<file path="src/hw/rtl/plt_pkg.sv">
// ----------------------------------------------------------------------------
// plt_pkg
// Shared types and codes for the peer liveness table.
// ----------------------------------------------------------------------------
package plt_pkg;

	localparam logic [2:0] FN_INSERT  = 3'd0;
	localparam logic [2:0] FN_LOOKUP  = 3'd1;
	localparam logic [2:0] FN_TICK    = 3'd2;
	localparam logic [2:0] FN_REFRESH = 3'd3;
	localparam logic [2:0] FN_EVICT   = 3'd4;
	localparam logic [2:0] FN_DELETE  = 3'd5;

	localparam logic [15:0] TIMEOUT_RESET = 16'd3;

	// decoded operation broadcast to every cell
	typedef struct packed {
		logic en;
		logic ins;
		logic look;
		logic tick;
		logic refr;
		logic evict;
		logic del;
	} cmd_t;

endpackage

</file>
<file path="src/hw/rtl/plt_cell.sv">
// ----------------------------------------------------------------------------
// plt_cell
// One table position: holds an entry, matches it against the request and
// takes its neighbor's entry on insert or removal.
// ----------------------------------------------------------------------------
module plt_cell #(
	parameter int NAME_W = 64,
	parameter int CNT_W  = 16
) (
	input  logic              clk,
	input  logic              arst_n,
	input  plt_pkg::cmd_t     cmd,
	input  logic [31:0]       req_ip,
	input  logic [15:0]       req_port,
	input  logic [NAME_W-1:0] req_name,
	input  logic [15:0]       limit,
	input  logic              prev_valid,
	input  logic [31:0]       prev_ip,
	input  logic [15:0]       prev_port,
	input  logic [NAME_W-1:0] prev_name,
	input  logic [CNT_W-1:0]  prev_live,
	input  logic              next_valid,
	input  logic [31:0]       next_ip,
	input  logic [15:0]       next_port,
	input  logic [NAME_W-1:0] next_name,
	input  logic [CNT_W-1:0]  next_live,
	input  logic              found_new_in,
	output logic              found_new_out,
	input  logic              found_old_in,
	output logic              found_old_out,
	input  logic [NAME_W-1:0] name_acc_in,
	output logic [NAME_W-1:0] name_acc_out,
	output logic              valid,
	output logic [31:0]       ip,
	output logic [15:0]       port,
	output logic [NAME_W-1:0] name,
	output logic [CNT_W-1:0]  live
);
	import plt_pkg::*;

	localparam int CMP_W = (CNT_W > 16) ? CNT_W : 16;

	logic              valid_q;
	logic [31:0]       ip_q;
	logic [15:0]       port_q;
	logic [NAME_W-1:0] name_q;
	logic [CNT_W-1:0]  live_q;

	logic addr_hit, name_hit, exp_hit, new_hit, sel_new, old_hit, sel_old;
	logic take_prev, take_next;

	assign addr_hit = valid_q && ip_q == req_ip && port_q == req_port;
	assign name_hit = valid_q && name_q == req_name;
	assign exp_hit  = valid_q && CMP_W'(live_q) >= CMP_W'(limit);

	assign new_hit = ((cmd.refr || cmd.del) && name_hit) || (cmd.evict && exp_hit);
	assign sel_new = new_hit && !found_new_in;
	assign found_new_out = found_new_in || new_hit;

	assign old_hit = cmd.look && addr_hit;
	assign sel_old = old_hit && !found_old_in;
	assign found_old_out = found_old_in || old_hit;

	assign name_acc_out = name_acc_in |
		((sel_old || (cmd.evict && sel_new)) ? name_q : '0);

	assign take_prev = cmd.ins;
	assign take_next = (cmd.evict || cmd.del) && found_new_out;

	always_ff @(posedge clk or negedge arst_n) begin
		if (!arst_n) begin
			valid_q <= 1'b0;
		end else if (cmd.en) begin
			if (take_prev) begin
				valid_q <= prev_valid;
			end else if (take_next) begin
				valid_q <= next_valid;
			end
		end
	end

	always_ff @(posedge clk) begin
		if (cmd.en) begin
			if (take_prev) begin
				ip_q   <= prev_ip;
				port_q <= prev_port;
				name_q <= prev_name;
				live_q <= prev_live;
			end else if (take_next) begin
				ip_q   <= next_ip;
				port_q <= next_port;
				name_q <= next_name;
				live_q <= next_live;
			end else if (cmd.tick && valid_q && live_q != {CNT_W{1'b1}}) begin
				live_q <= live_q + CNT_W'(1);
			end else if (cmd.refr && sel_new) begin
				live_q <= '0;
			end
		end
	end

	assign valid = valid_q;
	assign ip    = ip_q;
	assign port  = port_q;
	assign name  = name_q;
	assign live  = live_q;

endmodule

</file>
<file path="config.mk">
export PLATFORM = sky130hd
export DESIGN_NAME = plt_cell
export DESIGN_NICKNAME = d
export VERILOG_FILES = /design/src/hw/rtl/plt_pkg.sv /design/src/hw/rtl/plt_cell.sv
export SDC_FILE = /design/constraint.sdc
export NUM_CORES = 1
export LEC_CHECK = 0
export BUFFER_PORTS_ARGS = -buffer_cell sky130_fd_sc_hd__buf_2
export CAP_MARGIN = 20
export CORE_AREA = 2 2 259 261
export CTS_BUF_LIST = sky130_fd_sc_hd__clkbuf_2 sky130_fd_sc_hd__clkbuf_4 sky130_fd_sc_hd__clkbuf_8
export DETAILED_ROUTE_END_ITERATION = 10
export DIE_AREA = 0 0 261 263
export GPL_TIMING_DRIVEN = 0
export HOLD_SLACK_MARGIN = 0.03
export PLACE_DENSITY = 0.34
export SLEW_MARGIN = 20
export SYNTH_ARGS = -nofsm -noshare
export SYNTH_HDL_FRONTEND = slang
export SYNTH_SLANG_ARGS = --single-unit
export TNS_END_PERCENT = 5
</file>
<file path="constraint.sdc">
create_clock -name clk -period 8.88 [get_ports clk]
set_input_delay 0.444 -clock clk [delete_from_list [all_inputs] [get_ports clk]]
set_output_delay 0.444 -clock clk [all_outputs]
set_load 0.005 [all_outputs]
</file>
Word level (Yosys, flattened, before mapping) --
Cells that the tools add are included. W data, S select, Z words.
Cells by class: bitwise operators 1, muxes and demuxes 13, magnitude comparators 1, reduce and logical (&&, ||, !) cells 26, $add $sub $neg 1, equality and inequality tests 4
Operator list (count):
- $mux W64 | 3
- $mux W16 | 6
- $eq A64 B64 Y1 | 1
- $mux W32 | 2
- $or A64 B64 Y64 | 1
- $eq A32 B32 Y1 | 1
- $add A16 B1 Y16 const B | 1
- $eq A16 B16 Y1 | 1
- $ge A16 B16 Y1 | 1
- $ne A16 B16 Y1 const B | 1
- $logic_and A1 B1 Y1 | 14
- $logic_or A1 B1 Y1 | 6
- $reduce_and A2 Y1 | 2
- $reduce_bool A4 Y1 | 1
- $logic_not A1 Y1 | 2
- $mux W1 | 2
- $reduce_bool A2 Y1 | 1
Storage, ports and cells: flip-flop bits (word level) 129, input port bits 461, word-level logic and storage cells 51, output and inout port bits 195

Logic depth before layout (Yosys ltp) --
word-level depth 10, gate-level depth with buffers 11, mapped depth without buffers 10

Least setup slack after synthesis --
Ideal clock, no wire load.
path kind input to register, start in req_name[29], end reg ip_q[0] (netlist: ip[0]), enable pin, path slack 0.751 ns, required time 8.259 ns, arrival 7.508 ns, setup time 0.621 ns, path buffers 1, stages 8, cells stage by stage inv_1 > a22o_1 > or4_4 > nor4_4 > a2111oi_2 > or3b_1 > buf_6 > a21oi_1
On the way: cells in the longest elaborated chain, start to end 8
RTL lines:
- from (decl) | RTL line plt_cell.sv:15 | input logic [NAME_W-1:0] req_name,
- $eq A64 B64 Y1 | RTL line plt_cell.sv:53 | assign name_hit = valid_q && name_q == req_name;
- $logic_and A1 B1 Y1 | RTL line plt_cell.sv:53
- $logic_and A1 B1 Y1 | RTL line plt_cell.sv:56 | assign new_hit = ((cmd.refr || cmd.del) && name_hit) || (cmd.evict && exp_hit);
- $logic_or A1 B1 Y1 | RTL line plt_cell.sv:56
- $logic_or A1 B1 Y1 | RTL line plt_cell.sv:58 | assign found_new_out = found_new_in || new_hit;
- $logic_and A1 B1 Y1 | RTL line plt_cell.sv:68 | assign take_next = (cmd.evict || cmd.del) && found_new_out;
- $reduce_bool A2 Y1 (no source line)
- $reduce_and A2 Y1 (no source line)
- to (signal assigned) | RTL line plt_cell.sv:85 | ip_q <= prev_ip;
- to (signal assigned) | RTL line plt_cell.sv:90 | ip_q <= next_ip;
- to (decl) | RTL line plt_cell.sv:44 | logic [31:0] ip_q;
No other way between the ends. A chain may end at the register's enable or synchronous reset.

Worst setup path in the final report --
start reg ip_q[11] (netlist: ip[11]), end out name_acc_out[7]
On the way: cells in the longest elaborated chain, start to end 8
RTL lines:
- $eq A32 B32 Y1 | RTL line plt_cell.sv:52 | assign addr_hit = valid_q && ip_q == req_ip && port_q == req_port;
- $logic_and A1 B1 Y1 (2 in a row) | RTL line plt_cell.sv:52
- $logic_and A1 B1 Y1 | RTL line plt_cell.sv:60 | assign old_hit = cmd.look && addr_hit;
- $logic_and A1 B1 Y1 | RTL line plt_cell.sv:61 | assign sel_old = old_hit && !found_old_in;
- $logic_or A1 B1 Y1 | RTL line plt_cell.sv:65 | ((sel_old || (cmd.evict && sel_new)) ? name_q : '0);
- $mux W64 | RTL line plt_cell.sv:65
- $or A64 B64 Y64 | RTL line plt_cell.sv:64 | assign name_acc_out = name_acc_in |
- to (decl) | RTL line plt_cell.sv:32 | output logic [NAME_W-1:0] name_acc_out,
No other way between the ends.

==> results.sh <==
export IMPL_endpoint_kind="output pin"
export IMPL_antenna_found_initial=11
export IMPL_synth_mux_area_share_pct=15.4
export IMPL_drive_above_1_share_pct=62.0
export IMPL_timing_rr_start="name[24]$_DFFE_PP_"
export IMPL_grt_pass1_vias=8746
export IMPL_syn_area_um2=8180
export IMPL_timing_fmax_mhz=205
export IMPL_numPortBuffers=654
export IMPL_total_power_w=0.00176
export IMPL_synth_top_flop_cell="edfxtp_1"
export IMPL_cp_slowest_stage_delay_ns=0.88
export IMPL_post_route_util_pct=20.0
export IMPL_arrival_ns=4.44
export IMPL_drt_first_pass_iters=4
export IMPL_path_clk_slew_ns=0.09
export IMPL_vias_per_cell=3.69
export IMPL_worst_slack_ns=4.00
export IMPL_synth_cells=660
export IMPL_die_w_um=261
export IMPL_ctsHoldBuffers=1
export IMPL_cts_tree="yes"
export IMPL_gp_congestion=0.874
export IMPL_required_ns=8.44
export IMPL_dieArea_um2=68600
export IMPL_drc=0
export IMPL_synth_top_family_by_area="multiplexers"
export IMPL_path_cells="xor2_1, nor4_1, nand4_1, or4_1, o21ai_4, buf_2, a21o_1, buf_2"
export IMPL_grt_max_degree=23
export IMPL_status="completed"
export IMPL_finalSetupViolCount=0
export IMPL_vias=8207
export IMPL_drtIter0Drc=400
export IMPL_layout_nets=1819
export IMPL_cts_path_max_buffers=2
export IMPL_grt_ovfl_total=0
export IMPL_ys_async_sr_fraction_pct=0.775
export IMPL_synth_seq_cells=129
export IMPL_hold_viol_final=0
export IMPL_synth_largest_area_cell="edfxtp_1"
export IMPL_seq_area_frac_synth_pct=47.3
export IMPL_synthSimpleGateAreaFrac_pct=7.82
export IMPL_cts_resized=0
export IMPL_powerDensity_nw_per_um2=135
export IMPL_hold_class="primary input to asynchronous set/reset pin"
export IMPL_ant_nets=0
export IMPL_postPlaceCellArea_um2=12700
export IMPL_clock_sinks=129
export IMPL_io_pins=656
export IMPL_syn_avg_cell_area_um2=12.4
export IMPL_synth_most_common_cell="edfxtp_1"
export IMPL_cts_root_buffer="clkbuf_8"
export IMPL_cts_made_buffers=17
export IMPL_synth_top_area_share_pct=47.0
export IMPL_grt_pass1_wl_um=65100
export IMPL_cp_common_cell="buf_2"
export IMPL_start_kind="register"
export IMPL_synth_commonest_cells="edfxtp_1, mux2_2, xor2_1, a21o_1, nand2_1"
export IMPL_synth_distinct_cells=51
export IMPL_clock_latency_ns=0.55
export IMPL_die_y_um=263
export IMPL_slew_headroom_pct=25.4
export IMPL_dp_hpwl_um=40300
export IMPL_synthesis_nets=1138
export IMPL_tightest_slew_ns=1.11
export IMPL_synthTopCellsByArea="edfxtp_1, mux2_2, xor2_1"
export IMPL_place_ws_ns=4.17
export IMPL_synth_edff_count=128
export IMPL_htreeDepth=4
export IMPL_reg2reg_to="name[57]$_DFFE_PP_"
export IMPL_core_area_um2=65600
export IMPL_routed_wl_um=47800
export IMPL_areaGrowthSynthToFinish_pct=60.3
export IMPL_peakVddDrop_v=0.000101
export IMPL_fin_crit_sh_pct=54.9
export IMPL_p_leak_nw=6.09
export IMPL_rows=94
export IMPL_crit_fanout=10
export IMPL_fillers=7369
export IMPL_synth_xor_area_share_pct=13.0
export IMPL_yosys_warnings=0
export IMPL_design_area_um2=13100
export IMPL_rsz0062_at_grt="false"
export IMPL_critPathKind="register to output pin"
export IMPL_fin_crit_ns=4.88
export IMPL_cts_setup_buffers=0
export IMPL_start_util_pct=12.5
export IMPL_worst_clock_skew_ns=0.0269
export IMPL_reg2reg_depth=11
export IMPL_grt_usage_pct=13.7
export IMPL_critPathSlowestCell="nor4_1"
export IMPL_wl_per_cell_um=21.5
export IMPL_maxCapViolations=0
export IMPL_rrSetupSlack_ns=4.46
export IMPL_synthAdderAreaFrac_pct=2.60
export IMPL_synth_compound_area_share_pct=11.2
export IMPL_slew_violations=0
export IMPL_hold_ws_ns=0.191
==> how the worst max path moves through the flow <==
stage | endpoint | slack (ns) | cells after the start | from
after CTS | name_acc_out[19] | 3.73 | 8 | ip[29]$_DFFE_PP_
after floorplan | ip[0]$_DFFE_PP_ | 0.75 | 8 | req_name[29]
after global routing | name_acc_out[19] | 3.68 | 8 | ip[11]$_DFFE_PP_
after detailed placement | name[58]$_DFFE_PP_ | 4.17 | 12 | req_name[48]
after global placement | name[27]$_DFFE_PP_ | -4.49 | 9 | req_name[48]
final | name_acc_out[7] | 4.00 | 8 | ip[11]$_DFFE_PP_
==> placed cells by master, fill, tap and decap left out, drive strengths merged, types with 4 or more instances in the layout <==
master    n
nor4     27
mux2    112
edfxtp  128
xor2    101
buf     670
o211ai    9
clkbuf   33
o221ai    5
xnor2    20
diode     7
nor2     14
a21oi     8
inv      35
ha       17
nor3      4
nand2    28
nand4    12
o21ai     8
nand3    18
clkinv    4
a21o     68
==> flip-flops by register name (all words and copies together), names as in the netlist <==
name and flops:
port 16, ip 32, valid 1, name 64, live 16
==> final cells by class <==
cell class / count / area [µm²] / share of cell area [%]
Buffer: 25 / 126 / 0.963
Multi-Input combinational cell: 479 / 4110 / 31.3
Clock buffer: 17 / 234 / 1.78
Tap cell: 864 / 1080 / 8.24
Timing Repair Buffer: 662 / 3460 / 26.4
Clock inverter: 15 / 123 / 0.935
Sequential cell: 129 / 3870 / 29.5
Antenna cell: 7 / 17.5 / 0.134
Inverter: 27 / 101 / 0.773
==> critical path: cells and delay by family, from the launching register on <==
kind                   cells  cell delay, ns
flip-flops                 1            0.43
buffers and inverters      2            0.65
XOR/XNOR                   1            0.25
AO/OA/AOI/OAI              2            0.81
AND/OR/NAND/NOR            3            1.74
==> kinds of logic after synthesis <==
logic type / count (synthesis)
compound gates: 115
xor+xnor: 121
fa+ha+maj: 17
buf+inv: 52
flops: 129
mux: 112
simple gates: 114
==> layer usage <==
layer  share of wire (%)  global-route usage, %
met3                 6.5                   3.10
met2                  50                   23.0
met1                  43                   17.3
met4                 1.3                   3.92
met5               0.057                      0
==> through the flow <==
stage / cells / setup TNS (ns)
floorplan: 660 / 0
global placement: 2178 / -500.25
detailed placement: 2184 / 0
CTS: 2217 / 0
global route: 2223 / 0
finish: 2225 / 0
==> report_power, final <==
group | total [W] | leakage, nW | internal [W] | switching [W]
combinational | 0.000451 | 4.68 | 0.000234 | 0.000217
sequential | 0.000796 | 1.23 | 0.000733 | 0.0000628
clock | 0.000518 | 0.177 | 0.000200 | 0.000318
total | 0.00176 | 6.09 | 0.00117 | 0.000598
No activity file was read; power rests on OpenSTA's default activity.
